$ cat src/sv/mbrc_pkg.sv
// Shared types, constants and the bytewise CRC-16/MODBUS update for the
// Modbus RTU response checker. No dependencies.
package mbrc_pkg;

  localparam int unsigned MAX_FRAME_DEF = 256;
  localparam int unsigned MIN_FRAME     = 4;
  localparam int unsigned LEN_W         = 9;
  localparam int unsigned TDATA_OUT_W   = 32;
  localparam int unsigned TDATA_IN_W    = 8;

  localparam logic [15:0] CRC_INIT = 16'hFFFF;
  localparam logic [15:0] CRC_POLY = 16'hA001;

  localparam logic [7:0] FC_READ_COILS    = 8'h01;
  localparam logic [7:0] FC_READ_HOLDING  = 8'h03;
  localparam logic [7:0] FC_WRITE_SINGLE  = 8'h06;

  localparam logic [7:0] FIRST_ADDR_RST  = 8'd1;
  localparam logic [7:0] SECOND_ADDR_RST = 8'd2;

  // Register index, taken from the word address on the configuration port.
  localparam logic REG_FIRST_ADDR  = 1'b0;
  localparam logic REG_SECOND_ADDR = 1'b1;

  typedef enum logic [2:0] {
    ST_OK           = 3'd0,
    ST_BAD_ADDRESS  = 3'd1,
    ST_BAD_FUNCTION = 3'd2,
    ST_CRC_MISMATCH = 3'd3,
    ST_TOO_SHORT    = 3'd4,
    ST_TOO_LONG     = 3'd5
  } status_e;

  typedef struct packed {
    logic [7:0] first_addr;
    logic [7:0] second_addr;
  } cfg_t;

  typedef struct packed {
    logic [LEN_W-1:0] frame_length;
    logic [7:0]       function_code;
    logic [7:0]       slave_address;
    status_e          status;
  } result_t;

  // One byte through the reflected CRC-16, one bit per step.
  function automatic logic [15:0] crc_byte(input logic [15:0] crc, input logic [7:0] b);
    logic [15:0] c;
    c = crc ^ {8'h00, b};
    for (int k = 0; k < 8; k++) begin
      if (c[0]) begin
        c = (c >> 1) ^ CRC_POLY;
      end else begin
        c = c >> 1;
      end
    end
    return c;
  endfunction

  function automatic logic func_ok(input logic [7:0] f);
    return (f == FC_READ_COILS) || (f == FC_READ_HOLDING) || (f == FC_WRITE_SINGLE);
  endfunction

endpackage

$ cat src/sv/mbrc_frame.sv
// Per-frame state of the Modbus RTU response checker: running CRC, two-byte
// hold line, byte count and header bytes, plus the status decision.
// Depends on mbrc_pkg.
module mbrc_frame import mbrc_pkg::*; #(
  parameter int unsigned MAX_FRAME = MAX_FRAME_DEF
) (
  input  logic       clk_i,
  input  logic       rst_ni,
  input  logic       advance_i,
  input  logic [7:0] byte_i,
  input  logic       last_i,
  input  cfg_t       cfg_i,
  output result_t    result_o
);

  localparam int unsigned CNT_W = $clog2(MAX_FRAME + 1);

  logic [15:0]      crc_q, crc_d;
  logic [7:0]       older_q, older_d;
  logic [7:0]       newer_q, newer_d;
  logic [CNT_W-1:0] cnt_q, cnt_d;
  logic [7:0]       addr_q, addr_d;
  logic [7:0]       func_q, func_d;
  logic             ovf_q, ovf_d;

  logic [15:0]      crc_n;
  logic [CNT_W-1:0] cnt_n;
  logic [7:0]       addr_n, func_n;
  logic             ovf_n;
  status_e          status;

  // State after this byte, before any end-of-frame clear.
  always_comb begin
    crc_n  = crc_q;
    addr_n = addr_q;
    func_n = func_q;
    cnt_n  = cnt_q;
    ovf_n  = ovf_q;
    if (cnt_q >= CNT_W'(2) || ovf_q) begin
      crc_n = crc_byte(crc_q, older_q);
    end
    if (!ovf_q && cnt_q == CNT_W'(0)) begin
      addr_n = byte_i;
    end else if (!ovf_q && cnt_q == CNT_W'(1)) begin
      func_n = byte_i;
    end
    if (cnt_q < CNT_W'(MAX_FRAME)) begin
      cnt_n = cnt_q + CNT_W'(1);
    end else begin
      ovf_n = 1'b1;
    end
  end

  // First failing check decides; the length checks come first.
  always_comb begin
    if (cnt_n < CNT_W'(MIN_FRAME) && !ovf_n) begin
      status = ST_TOO_SHORT;
    end else if (ovf_n) begin
      status = ST_TOO_LONG;
    end else if (addr_n != cfg_i.first_addr && addr_n != cfg_i.second_addr) begin
      status = ST_BAD_ADDRESS;
    end else if (!func_ok(func_n)) begin
      status = ST_BAD_FUNCTION;
    end else if (newer_q != crc_n[7:0] || byte_i != crc_n[15:8]) begin
      status = ST_CRC_MISMATCH;
    end else begin
      status = ST_OK;
    end
  end

  assign result_o.status        = status;
  assign result_o.slave_address = addr_n;
  assign result_o.function_code = func_n;
  assign result_o.frame_length  = LEN_W'(cnt_n);

  always_comb begin
    crc_d   = crc_q;
    older_d = older_q;
    newer_d = newer_q;
    cnt_d   = cnt_q;
    addr_d  = addr_q;
    func_d  = func_q;
    ovf_d   = ovf_q;
    if (advance_i) begin
      if (last_i) begin
        crc_d   = CRC_INIT;
        older_d = '0;
        newer_d = '0;
        cnt_d   = '0;
        addr_d  = '0;
        func_d  = '0;
        ovf_d   = 1'b0;
      end else begin
        crc_d   = crc_n;
        older_d = newer_q;
        newer_d = byte_i;
        cnt_d   = cnt_n;
        addr_d  = addr_n;
        func_d  = func_n;
        ovf_d   = ovf_n;
      end
    end
  end

  always_ff @(posedge clk_i or negedge rst_ni) begin
    if (!rst_ni) begin
      crc_q   <= CRC_INIT;
      older_q <= '0;
      newer_q <= '0;
      cnt_q   <= '0;
      addr_q  <= '0;
      func_q  <= '0;
      ovf_q   <= 1'b0;
    end else begin
      crc_q   <= crc_d;
      older_q <= older_d;
      newer_q <= newer_d;
      cnt_q   <= cnt_d;
      addr_q  <= addr_d;
      func_q  <= func_d;
      ovf_q   <= ovf_d;
    end
  end

endmodule

$ cat config.mk
export PLATFORM = sky130hd
export DESIGN_NAME = mbrc_frame
export DESIGN_NICKNAME = d
export VERILOG_FILES = /design/src/sv/mbrc_pkg.sv /design/src/sv/mbrc_frame.sv
export SDC_FILE = /design/constraint.sdc
export NUM_CORES = 1
export LEC_CHECK = 0
export ABC_AREA = 0
export BUFFER_PORTS_ARGS = -buffer_cell sky130_fd_sc_hd__buf_2
export CORE_ASPECT_RATIO = 1.5
export CORE_MARGIN = 2
export CORE_UTILIZATION = 50
export CTS_CLUSTER_DIAMETER = 100
export DETAILED_ROUTE_END_ITERATION = 6
export HOLD_SLACK_MARGIN = 0.05
export PLACE_DENSITY = 0.71
export SYNTH_ARGS = -nofsm -noshare
export SYNTH_HDL_FRONTEND = slang
export SYNTH_SLANG_ARGS = --single-unit
$ cat constraint.sdc
create_clock -name clk_i -period 7 [get_ports clk_i]
set_input_delay 1.05 -clock clk_i [delete_from_list [all_inputs] [get_ports clk_i]]
set_output_delay 1.05 -clock clk_i [all_outputs]
set_load 0.005 [all_outputs]
# == After elaboration in Yosys (flattened, before gate mapping) ==
# Index checks and enable logic that the tools add are counted.
# op_classes
addsub,1
n_lt_le_gt_ge,3
eq_ne,8
muxes,33
bitwise_logic,9
reduce_logical,11
# ops
operator,count
$mux W16,17
$mux W8,7
$ne A8 B8 Y1,4
$not A2 Y3,8
$mux W9,2
$xor A16 B8 Y16,1
$add A9 B1 Y9 const B,1
$eq A9 B1 Y1 const B,1
$ge A9 B2 Y1 const B,1
$logic_not A9 Y1,1
$lt A9 B3 Y1 const B,1
$lt A9 B9 Y1 const B,1
$eq A8 B1 Y1 const B,1
$eq A8 B2 Y1 const B,1
$eq A8 B3 Y1 const B,1
$mux W2,3
$mux W3,2
$logic_and A1 B1 Y1,4
$logic_or A1 B1 Y1,4
$logic_not A1 Y1,2
$mux W1,2
# totals
ff_bits,58
output_inout_bits,28
wordCells,72

# == Logic depth before layout (Yosys ltp) ==
# Gate-level depths: netlist of run 1.
# logic_depth
ltp_word,32
mapped_depth,10
mapped_depth_nobuf,9

# == Least setup slack after synthesis of run 1 ==
# No wires, ideal clock.
# synth_path
path_type,input to output
start,input byte_i[7]
end,output result_o[0] (netlist bit)
arrival_ns,2.837
path_slack_ns,3.113
cell_stages,8
cell_sequence,clkbuf_1 > xnor2_1 > nand3_1 > a2111oi_0 > o21ai_0 > or4_1 > a211oi_1 > a211oi_2
# synth_lines
item,line,rtl
from (decl),mbrc_frame.sv:10,"input logic [7:0] byte_i,"
to (decl),mbrc_frame.sv:13,output result_t result_o

==> summary.md, run 1 <==
| Metric | Value |
|---|---|
| Fraction of registers with async set or reset after synthesis | `100%` |
| Via count | `3061` |
| Clock power frac | `33.7%` |
| Die Y | `111 um` |
| Kind of end point of the critical path | `primary output` |
| Maximum resistive drop on vdd | `0.216 mV` |
| Number of cells after detailed placement | `522` |
| First-pass iteration count of the detailed router | `6` |
| Yosys warning total | `0` |
| Final clock skew | `6.22 ps` |
| CTS H-Tree Depth | `3` |
| CP Cell Sequence | `or4_1 > nor4_1 > nand4_1 > o32ai_1 > nand4_1 > nor4_1 > a21boi_1 > buf_2` |
| Setup repair after global routing missed its margin | `no` |
| Filler-free cell count of the finished design | `538` |
| Worst hold slack | `488 ps` |
| Highest-count cells in the layout ignoring fill and taps | `sky130_fd_sc_hd__buf_2 (55), sky130_fd_sc_hd__xnor2_1 (47), sky130_fd_sc_hd__dfrtp_1 (42)` |
| Later-pin clock latency in the skew report | `330 ps` |
| Seq pwr share | `31.7%` |
| Max-slew headroom | `26.0%` |
| Fraction of the yosys area taken by sequential cells | `38.3%` |
| Area leader, netlist | `sky130_fd_sc_hd__dfrtp_1` |
| Largest delay share family, worst path | `simple AND/OR/NAND/NOR gates` |
| Std cell rows | `39` |
| Crit path required time | `5950 ps` |
| Largest net degree at the start of global routing | `59` |
| I/O Buffers | `55` |
| Internal power | `0.947 mW` |
| Count of buffering cells on the critical path with inverters included | `1` |
| Routed wire per std cell | `18.1 um` |
| Distinct cells, synth | `63` |
| Antenna diode count | `0` |
| Number of vias per cell | `5.69` |
| Cells resized by post-CTS repair | `0` |
| Overall die width | `75.6 um` |
| Critical Path Max Stage Delay | `830 ps` |
| Number of buffers inserted during clock tree synthesis | `9` |
| Number of top-level pins | `56` |
| Top_reg_cell synth | `sky130_fd_sc_hd__dfrtp_1` |
| Total power draw | `1.41 mW` |
| Estimated wirelength of the detail-placed design | `7020 um` |
| Max-slew violation count | `0` |
| Starting utilization of the core area | `50.9%` |
| Final period demand of the worst path | `4430 ps` |
| Overall Global Routing Usage | `25.2%` |
| Reported net switching power | `0.464 mW` |
| Maximum number of buffers from clock root to sink | `2` |
| Clock edge transition at the registers on the reported setup and hold paths | `50 ps` |
| Post-synthesis instance area | `3850 um2` |
| Switching share of power | `32.9%` |
| Clock sink total | `58` |
| Synthesized instance count | `384` |
| Number of buffers inserted by post-CTS setup repair | `0` |
| Total power divided by cell area | `316 nW/um2` |
| Overflow after GRT | `0` |
| Synth Area per Inst | `10.0 um2` |
| Root Buffer | `sky130_fd_sc_hd__clkbuf_16` |
| Maximum operating frequency | `226 MHz` |
| Critical Path Source Type | `flop` |
| Number of hold-slack violations in the final timing report | `0` |
| Outcome | `finished, final reports clean` |
| Drt total wl | `9730 um` |
| Comb pwr share | `34.6%` |
| Slowest cell on crit path | `sky130_fd_sc_hd__nor4_1` |
| Static Leakage | `2.06 nW` |
| TritonCTS clock tree | `yes` |
| Global-route wire length before repair | `16000 um` |
| Largest fanout on the critical path | `15` |
| DRC violation count after routing | `0` |
| Class of the most critical hold timing path | `flop to flop` |
| Total negative slack | `0 ps` |
| Pin slew with the least headroom to its limit | `1110 ps` |
| Most frequent standard cell in the layout excluding fill and tap cells | `sky130_fd_sc_hd__buf_2` |
| Number of synthesized flops with an enable pin | `0` |
| Fraction of final layout cells sized beyond drive strength 1 | `22.7%` |
| Initial antenna violation count | `0` |
| Arrival time of data at the critical path endpoint | `3380 ps` |
| Start-to-end type of the worst setup path | `flop to primary output` |
| Setup violations, final | `0` |
| FILL cells | `653` |
| Final Util | `59.0%` |
| Leading post-synthesis cells by cell area | `sky130_fd_sc_hd__dfrtp_1 (27%), sky130_fd_sc_hd__dfstp_2 (11%), sky130_fd_sc_hd__xnor2_1 (11%)` |
| Area of the core | `7560 um2` |
| Final critical-path share of the clock period | `63.3%` |
| Weighted congestion reported at the end of routability-driven placement | `0.912` |
| Net count, final | `463` |
| Synthesis-to-layout area growth | `16.1%` |
| DRT iter0 DRCs | `124` |
| Flops & latches, synth | `58` |
| Antenna Violating Nets Remaining | `0` |
| Top-area cell type share of the netlist area | `27.3%` |
| Syn_nets | `416` |
| Number of global-route vias before repair | `3128` |
| Number of hold buffers added after CTS | `0` |
| Max Cap Viol | `0` |
| Area of the die | `8420 um2` |
[area by class of cell]
cell class                 count  area [um2]  share of cell area [%]
clock buffer                  11         243                    5.44
multi-input combinational    268        2120                    47.4
clock inverter                 5        77.6                    1.74
sequential                    58        1470                    33.0
inverter                      37         139                    3.11
timing repair buffer          57         290                    6.50
tap                          102         128                    2.86
[logic make-up (layout without fill, tap and decap cells)]
logic type,count (synthesis),after routing,synth area share [%]
compound gates,91,91,17.9
simple gates,83,83,12.9
fa+ha+maj,4,4,1.30
mux,26,26,7.22
buf+inv,58,110,6.70
flops,58,58,38.3
xor+xnor,64,64,15.7
[worst reg2reg max path, stage by stage (launching register included)]
cell and delay (ps):
sky130_fd_sc_hd__dfrtp_1 560, sky130_fd_sc_hd__or4_1 620, sky130_fd_sc_hd__or4_4 600, sky130_fd_sc_hd__nor2_1 140, sky130_fd_sc_hd__nor2_1 240, sky130_fd_sc_hd__o22a_1 300
[power by group through the flow]
stage / clock network [mW] / registers [mW] / logic (mW)
after global routing: 0.494 / 0.454 / 0.533
final: 0.476 / 0.447 / 0.488
after global placement: 0 / 0.449 / 0.481
after floorplan: 0 / 0.436 / 0.391
after CTS: 0.481 / 0.448 / 0.488
after detailed placement: 0 / 0.452 / 0.485
[per-layer routing]
layer | wire (um) | global-route usage [%] | vias to the layer above
met5 | 0 | 0 | -
met4 | 236 | 9.24 | 0
met3 | 366 | 4.34 | 17
met2 | 5100 | 41.7 | 84
met1 | 4030 | 32.4 | 1486
li1 | - | - | 1474
[synth_stat cells (3+ instances only)]
cell type	n
sky130_fd_sc_hd__nand2b_1	4
sky130_fd_sc_hd__nor2b_1	4
sky130_fd_sc_hd__nor2_1	18
sky130_fd_sc_hd__nor3_1	3
sky130_fd_sc_hd__a21oi_1	7
sky130_fd_sc_hd__nand2_1	15
sky130_fd_sc_hd__mux2i_1	21
sky130_fd_sc_hd__inv_1	37
sky130_fd_sc_hd__o2bb2ai_1	14
sky130_fd_sc_hd__buf_6	3
sky130_fd_sc_hd__o22ai_1	6
sky130_fd_sc_hd__nand4_1	5
sky130_fd_sc_hd__a22o_1	5
sky130_fd_sc_hd__dfstp_2	16
sky130_fd_sc_hd__o31ai_1	11
sky130_fd_sc_hd__clkbuf_1	14
sky130_fd_sc_hd__mux2_2	4
sky130_fd_sc_hd__o21ai_0	13
sky130_fd_sc_hd__ha_1	4
sky130_fd_sc_hd__xor2_1	14
sky130_fd_sc_hd__nor4_1	4
sky130_fd_sc_hd__dfrtp_1	42
sky130_fd_sc_hd__xnor2_1	47
sky130_fd_sc_hd__nand3b_1	7
sky130_fd_sc_hd__nand3_1	5
sky130_fd_sc_hd__o22a_1	11
[registers in the layout, indices dropped and copies added, names as in the netlist]
signal	flops
crc_q	16
older_q	8
addr_q	8
ovf_q	1
cnt_q	9
func_q	8
newer_q	8
[metrics by stage]
stage | area, um2 | setup WS (ps)
2_1_floorplan | 3850 | 3110
3_3_place_gp | 4150 | 2950
3_5_place_dp | 4150 | 2880
4_1_cts | 4470 | 2610
5_1_grt | 4470 | 2290
6_report | 4470 | 2570
[path summary, 6_finish.rpt]
check                                       from                    end  slack, ps  cells after the start
setup reg to reg            cnt_q[8]$_DFFE_PN0P_  crc_q[15]$_DFFE_PN1P_       4460                      5
hold reg to reg            func_q[6]$_DFFE_PN0P_  func_q[6]$_DFFE_PN0P_        490                      1
min in group asynchronous                 rst_ni   cnt_q[5]$_DFFE_PN0P_        860                      2
max in group asynchronous                 rst_ni  func_q[4]$_DFFE_PN0P_       5640                      2
setup / recovery            cnt_q[8]$_DFFE_PN0P_            result_o[1]       2570                      8
hold / removal             func_q[6]$_DFFE_PN0P_  func_q[6]$_DFFE_PN0P_        490                      1
Power figures use the tool's default switching activity.
==> run 2: changes to the inputs <==
- PLACE_DENSITY: 0.71 -> 0.74
- clock period: 7 -> 3.6 ns (I/O delays scaled with it)
==> run 2 against run 1 <==
  * Die area is the same
  * Global-route usage grew 0.70 points
  * Worst hold slack lost 230 ps
  * Clock-buffer cell count grew 2
  * Cell count grew 2.8%
  * Combinational power grew 120%
  * Critical path depth grew 1
  * Clock skew shrank 0.54 ps
  * Critical path type unchanged
  * Largest cell class unchanged
==> summary.md, run 2 (same netlist as run 1, synthesis figures left out) <==
| Metric | Value |
|---|---|
| Largest fanout on the critical path | `7` |
| Maximum number of buffers from clock root to sink | `2` |
| Setup violations, final | `0` |
| Starting utilization of the core area | `50.9%` |
| Number of global-route vias before repair | `3311` |
| Antenna diode count | `0` |
| Kind of end point of the critical path | `primary output` |
| Total negative slack | `0 ps` |
| Synthesis-to-layout area growth | `20.2%` |
| Outcome | `finished, final reports clean` |
| Maximum operating frequency | `278 MHz` |
| Later-pin clock latency in the skew report | `330 ps` |
| Number of hold buffers added after CTS | `0` |
| Static Leakage | `2.13 nW` |
| Number of top-level pins | `56` |
| Class of the most critical hold timing path | `primary input to async pin` |
| Pin slew with the least headroom to its limit | `1120 ps` |
| Critical path origin | `cnt_q[8]$_DFFE_PN0P_` |
| CTS H-Tree Depth | `3` |
| Number of buffers inserted during clock tree synthesis | `9` |
| FILL cells | `616` |
| Top flop regs | `crc_q: 16 flops, cnt_q: 9 flops` |
| Most frequent standard cell in the layout excluding fill and tap cells | `sky130_fd_sc_hd__buf_2` |
| Critical Path Max Stage Delay | `530 ps` |
| Max Cap Viol | `0` |
| Std cell rows | `39` |
| Clock edge transition at the registers on the reported setup and hold paths | `50 ps` |
| Start-to-end type of the worst setup path | `flop to primary output` |
| Filler-free cell count of the finished design | `553` |
| Max-slew headroom | `25.0%` |
| Arrival time of data at the critical path endpoint | `3060 ps` |
| Overall die width | `75.6 um` |
| Largest net degree at the start of global routing | `33` |
| Worst reg2reg path startpoint | `cnt_q[8]$_DFFE_PN0P_` |
| Maximum resistive drop on vdd | `0.385 mV` |
| Root Buffer | `sky130_fd_sc_hd__clkbuf_16` |
| TritonCTS clock tree | `yes` |
| Number of flip-flops in the largest register | `16` |
| I/O Buffers | `55` |
| Die Y | `111 um` |
| Critical Path Source Type | `flop` |
| Length in cells of the worst reg-to-reg path | `6` |
| Drt total wl | `10000 um` |
| Initial antenna violation count | `0` |
| CP Cell Sequence | `or4_4 > or4_4 > buf_12 > mux2i_2 > xnor2_1 > nand4_1 > nor4_2 > a21boi_1 > buf_2` |
| Seq pwr share | `32.3%` |
| Total power divided by cell area | `582 nW/um2` |
| Slowest cell on crit path | `sky130_fd_sc_hd__or4_4` |
| Cell type with the highest occurrence count on the critical path | `sky130_fd_sc_hd__or4_4` |
| Switching share of power | `34.2%` |
| Estimated wirelength of the detail-placed design | `6970 um` |
| Net count, final | `478` |
| First-pass iteration count of the detailed router | `4` |
| Number of vias per cell | `5.74` |
| Comb pwr share | `39.3%` |
| Area of the die | `8420 um2` |
| Number of hold-slack violations in the final timing report | `0` |
| Antenna Violating Nets Remaining | `0` |
| Crit path required time | `3060 ps` |
| Internal power | `1.77 mW` |
| Final clock skew | `5.68 ps` |
| Reg with most FFs | `crc_q` |
| Final period demand of the worst path | `3600 ps` |
| Via count | `3176` |
| Number of cells after detailed placement | `527` |
| Final Util | `61.1%` |
| Overall Global Routing Usage | `25.9%` |
| Setup repair after global routing missed its margin | `yes` |
| DRT iter0 DRCs | `155` |
| Final critical-path share of the clock period | `99.9%` |
| Overflow after GRT | `0` |
| Highest-count cells in the layout ignoring fill and taps | `sky130_fd_sc_hd__buf_2 (55), sky130_fd_sc_hd__xnor2_1 (45), sky130_fd_sc_hd__dfrtp_1 (38)` |
| Fraction of final layout cells sized beyond drive strength 1 | `28.8%` |
| Routed wire per std cell | `18.1 um` |
| Max-slew violation count | `0` |
| Area of the core | `7560 um2` |
| Clock sink total | `58` |
| Weighted congestion reported at the end of routability-driven placement | `0.992` |
| Global-route wire length before repair | `16400 um` |
| DRC violation count after routing | `0` |
| Reported net switching power | `0.921 mW` |
| Clock power frac | `28.4%` |
-- run 2: changes by cell type in the layout (fill, tap and decap cells not counted), moves of 2 or more --
cell,delta
sky130_fd_sc_hd__clkbuf_1,+2
sky130_fd_sc_hd__dfrtp_1,-4
sky130_fd_sc_hd__dfrtp_2,+4
sky130_fd_sc_hd__xnor2_1,-2
sky130_fd_sc_hd__buf_4,+12
sky130_fd_sc_hd__bufinv_16,-2
sky130_fd_sc_hd__mux2i_2,+4
sky130_fd_sc_hd__mux2i_1,-4
sky130_fd_sc_hd__xnor2_2,+2
-- run 2: path summary, 6_finish.rpt --
| kind | end | slack (ps) |
|---|---|---|
| worst max-delay path | result_o[1] | 4 |
| worst min-delay path | cnt_q[4]$_DFFE_PN0P_ | 250 |
| worst max register to register | crc_q[15]$_DFFE_PN1P_ | 1240 |
| worst min register to register | func_q[6]$_DFFE_PN0P_ | 490 |
| max in group asynchronous | crc_q[15]$_DFFE_PN1P_ | 2470 |
| min in group clk_i | func_q[6]$_DFFE_PN0P_ | 490 |
-- run 2: timing repair --
action,4_1_cts,5_1_grt
pin swaps,5,6
cloned,1,0
endpoints found under the setup margin,2,2
resized for setup,6,15
setup buffers,7,2
-- run 2: final cells by class --
cell class / count / area [um2] / area share [%]
clock buffers: 13 / 250 / 5.41
repair buffers: 71 / 412 / 8.90
flip-flops and latches: 58 / 1480 / 31.9
clock inverters: 3 / 15.0 / 0.325
multi-input cells: 269 / 2200 / 47.7
well taps: 102 / 128 / 2.76
inverters: 37 / 139 / 3.00
-- run 2: metrics by stage --
step	cell area, um2	power [mW]	hold slack (ps)	worst slack [ps]
final	4620	2.69	255	3.76
after global routing	4620	2.83	320	-144
after CTS	4550	2.64	284	8.37
after detailed placement	4180	1.82	474	229
after global placement	4180	1.80	470	295
after floorplan	3850	1.61	244	595
-- run 2: worst max-delay path: cells and delay by family (launching register included) --
kind | cells | cell delay, ps
compound gates | 1 | 110
xor+xnor | 1 | 150
buf+inv | 2 | 310
flops | 1 | 440
mux | 1 | 190
simple gates | 4 | 1530
-- run 2: layer usage --
metal	track usage, %	routed length, um	share of wire [%]	up-vias
li1	-	-	-	1500
met2	43.9	5330	53	106
met3	4.80	414	4.1	28
met4	12.3	351	3.5	0
met1	30.7	3920	39	1542
met5	0	0	0	-
-- run 2: power groups by stage --
stage	clock [mW]	sequential, mW	combinational (mW)
after floorplan	0	0.849	0.760
after global placement	0	0.870	0.932
final	0.764	0.870	1.06
after global routing	0.802	0.880	1.15
after detailed placement	0	0.874	0.943
after CTS	0.774	0.866	1.00
==> run 3: changes to the inputs <==
- ABC_AREA: 0 -> 1
==> run 3 against run 2 <==
  * Register-to-register slack better by 360 ps
  * Synthesized cell count grew 40%
  * Clock-buffer cell count did not move
  * Cell count is 27% higher
  * Largest power group unchanged
  * Sequential power is 0.8% lower
  * Global-route usage increased by 0.78 points
  * Die area is 0.62% lower
  * Total power rose by 4.3%
  * Synthesized area decreased by 0.65%
  * Combinational power rose by 5%
==> summary.md, run 3 <==
| Metric | Value |
|---|---|
| Outcome | `finished, final reports clean` |
| Fraction of final layout cells sized beyond drive strength 1 | `20.4%` |
| DRC violation count after routing | `0` |
| Crit path required time | `3060 ps` |
| Fraction of the yosys area taken by sequential cells | `38.5%` |
| Highest-count cells in the layout ignoring fill and taps | `sky130_fd_sc_hd__nand2_1 (168), sky130_fd_sc_hd__inv_1 (92), sky130_fd_sc_hd__buf_2 (55)` |
| Maximum resistive drop on vdd | `0.339 mV` |
| Comb pwr share | `39.4%` |
| Top_reg_cell synth | `sky130_fd_sc_hd__dfrtp_1` |
| Final critical-path share of the clock period | `92.4%` |
| Most used standard cell by instance count after synthesis | `sky130_fd_sc_hd__nand2_1` |
| Filler-free cell count of the finished design | `704` |
| Overflow after GRT | `0` |
| CTS H-Tree Depth | `3` |
| Maximum operating frequency | `301 MHz` |
| Net count, final | `629` |
| Clock power frac | `29.8%` |
| Internal power | `1.73 mW` |
| Number of buffers inserted during clock tree synthesis | `9` |
| Number of vias per cell | `5.33` |
| Switching share of power | `38.2%` |
| CP Cell Sequence | `inv_1 > ha_1 > inv_1 > nand2_1 > nor2_4 > nand2_4 > nand2_1 > nand3_1 > nand2_1 > nand3_1 > nor2_2 > nand2_1 > nor2_1 > nand2_1 > nor2_2 > nand2_1 > nand2_1 > nand2_1 > nand2_1 > nand2_1 > buf_2` |
| Std cell rows | `39` |
| Via count | `3755` |
| Arrival time of data at the critical path endpoint | `2790 ps` |
| Leading post-synthesis cells by cell area | `sky130_fd_sc_hd__dfrtp_1 (28%), sky130_fd_sc_hd__nand2_1 (17%), sky130_fd_sc_hd__dfstp_2 (11%)` |
| Initial antenna violation count | `0` |
| Static Leakage | `2.45 nW` |
| Count of buffering cells on the critical path with inverters included | `3` |
| Class of the most critical hold timing path | `primary input to async pin` |
| Root Buffer | `sky130_fd_sc_hd__clkbuf_16` |
| Antenna diode count | `0` |
| Final clock skew | `3.97 ps` |
| Kind of end point of the critical path | `primary output` |
| Largest fanout on the critical path | `10` |
| Number of top-level pins | `56` |
| Most frequent cells after synthesis | `sky130_fd_sc_hd__nand2_1 (168), sky130_fd_sc_hd__inv_1 (92), sky130_fd_sc_hd__dfrtp_1 (42)` |
| Total power divided by cell area | `617 nW/um2` |
| Weighted congestion reported at the end of routability-driven placement | `0.961` |
| Reported net switching power | `1.07 mW` |
| Largest delay share family, worst path | `simple AND/OR/NAND/NOR gates` |
| Slowest cell on crit path | `sky130_fd_sc_hd__dfrtp_1` |
| Synth Area per Inst | `7.10 um2` |
| Critical Path Max Stage Delay | `400 ps` |
| Drt total wl | `10300 um` |
| Clock sink total | `58` |
| Number of flip-flops in the largest register | `16` |
| Final period demand of the worst path | `3330 ps` |
| Estimated wirelength of the detail-placed design | `7400 um` |
| Overall Global Routing Usage | `26.7%` |
| Final Util | `60.6%` |
| DRT iter0 DRCs | `282` |
| Area of the die | `8370 um2` |
| Global-route wire length before repair | `17000 um` |
| FILL cells | `717` |
| Number of global-route vias before repair | `3682` |
| Later-pin clock latency in the skew report | `330 ps` |
| Number of synthesized flops with an enable pin | `0` |
| Reg with most FFs | `crc_q` |
| Worst reg2reg path startpoint | `crc_q[1]$_DFFE_PN1P_` |
| I/O Buffers | `55` |
| First-pass iteration count of the detailed router | `5` |
| Start-to-end type of the worst setup path | `flop to primary output` |
| Area leader, netlist | `sky130_fd_sc_hd__dfrtp_1` |
| Number of hold-slack violations in the final timing report | `0` |
| Top flop regs | `crc_q: 16 flops, cnt_q: 9 flops` |
| Die Y | `111 um` |
| Synthesized instance count | `538` |
| Top-area cell type share of the netlist area | `27.5%` |
| Area of the core | `7510 um2` |
| Yosys warning total | `0` |
| Pin slew with the least headroom to its limit | `1010 ps` |
| Flops & latches, synth | `58` |
| Maximum number of buffers from clock root to sink | `2` |
| Max-slew headroom | `32.6%` |
| Synthesis-to-layout area growth | `19.1%` |
| Setup violations, final | `0` |
| Fraction of registers with async set or reset after synthesis | `100%` |
| Critical Path Source Type | `flop` |
| TritonCTS clock tree | `yes` |
| Syn_nets | `570` |
| Max-slew violation count | `0` |
| Largest net degree at the start of global routing | `48` |
| Cell type with the highest occurrence count on the critical path | `sky130_fd_sc_hd__nand2_1` |
| Number of cells after detailed placement | `683` |
| Distinct cells, synth | `35` |
| Post-synthesis instance area | `3820 um2` |
| Critical path origin | `cnt_q[0]$_DFFE_PN0P_` |
| Routed wire per std cell | `14.6 um` |
| Max Cap Viol | `0` |
| Antenna Violating Nets Remaining | `0` |
| Most frequent standard cell in the layout excluding fill and tap cells | `sky130_fd_sc_hd__nand2_1` |
| Overall die width | `75.4 um` |
| Starting utilization of the core area | `50.8%` |
| Clock edge transition at the registers on the reported setup and hold paths | `50 ps` |
| Seq pwr share | `30.8%` |
run 3: worst paths after layout:
path | slack, ps | cells past startpoint | endpoint
worst max-delay path | 270 | 21 | result_o[0]
worst min-delay path | 380 | 1 | func_q[1]$_DFFE_PN0P_
worst max register to register | 1600 | 15 | crc_q[0]$_DFFE_PN1P_
worst min register to register | 480 | 2 | addr_q[2]$_DFFE_PN0P_
max in group asynchronous | 2440 | 2 | addr_q[3]$_DFFE_PN0P_
min in group clk_i | 480 | 2 | addr_q[2]$_DFFE_PN0P_
run 3: logic make-up (layout without fill, tap and decap cells):
family | Yosys count | after routing | share of synthesized area [%]
buf+inv | 110 | 173 | 11.6
compound gates | 84 | 84 | 13.6
flops | 58 | 58 | 38.5
fa+ha+maj | 4 | 4 | 1.31
simple gates | 258 | 259 | 29.5
xor+xnor | 24 | 24 | 5.50
run 3: layout make-up:
type	instances	area, um2	area share, %
clock buffer	13	250	5.50
inverter	94	353	7.75
timing repair buffer	63	335	7.37
multi-input combinational	371	1970	43.4
clock inverter	3	40.0	0.880
sequential	58	1470	32.3
tap	102	128	2.80
run 3: through the flow:
stage	setup TNS [ps]	cell area (um2)	worst slack, ps	power (mW)	hold slack, ps
floorplan	0	3820	1100	1.66	244
global placement	0	4160	495	1.88	465
detailed placement	0	4160	406	1.91	478
CTS	0	4450	47.9	2.76	398
global route	-24.7	4550	-24.7	3.00	461
finish	0	4550	272	2.81	378
run 3: routing by layer:
| metal | up-vias | part of all wire [%] | global-route usage, % |
|---|---|---|---|
| met1 | 1784 | 38 | 30.4 |
| met5 | - | 0 | 0 |
| met3 | 32 | 4.6 | 6.00 |
| met4 | 0 | 4.1 | 15.1 |
| li1 | 1831 | - | - |
| met2 | 108 | 53 | 44.3 |
run 3: worst register-to-register path, stage by stage, from the launching register on:
cell and delay [ps]:
sky130_fd_sc_hd__dfstp_2 550, sky130_fd_sc_hd__inv_1 80, sky130_fd_sc_hd__nand2_1 70, sky130_fd_sc_hd__nand2_1 90, sky130_fd_sc_hd__nand2_1 130, sky130_fd_sc_hd__nand2_1 90
sky130_fd_sc_hd__nand3_1 90, sky130_fd_sc_hd__nand2_1 60, sky130_fd_sc_hd__nand2_1 120, sky130_fd_sc_hd__nand2_1 90, sky130_fd_sc_hd__nand2_1 90, sky130_fd_sc_hd__nand3_1 110
sky130_fd_sc_hd__nand2_1 100, sky130_fd_sc_hd__nand2_1 80, sky130_fd_sc_hd__o22ai_1 110, sky130_fd_sc_hd__inv_1 50
run 3: what timing repair did:
item                                    CTS  global route
endpoints found under the setup margin    0             2
hold buffers                              0             0
buffers inserted                          0             4
resized for setup                         0            16
run 3: power by group through the flow:
stage          clock network [mW]  registers [mW]  logic (mW)
6_report                    0.837           0.863        1.11
5_1_grt                     0.881           0.875        1.25
4_1_cts                     0.851           0.862        1.04
3_5_place_dp                    0           0.871        1.03
3_3_place_gp                    0           0.867        1.01
2_1_floorplan                   0           0.850       0.808
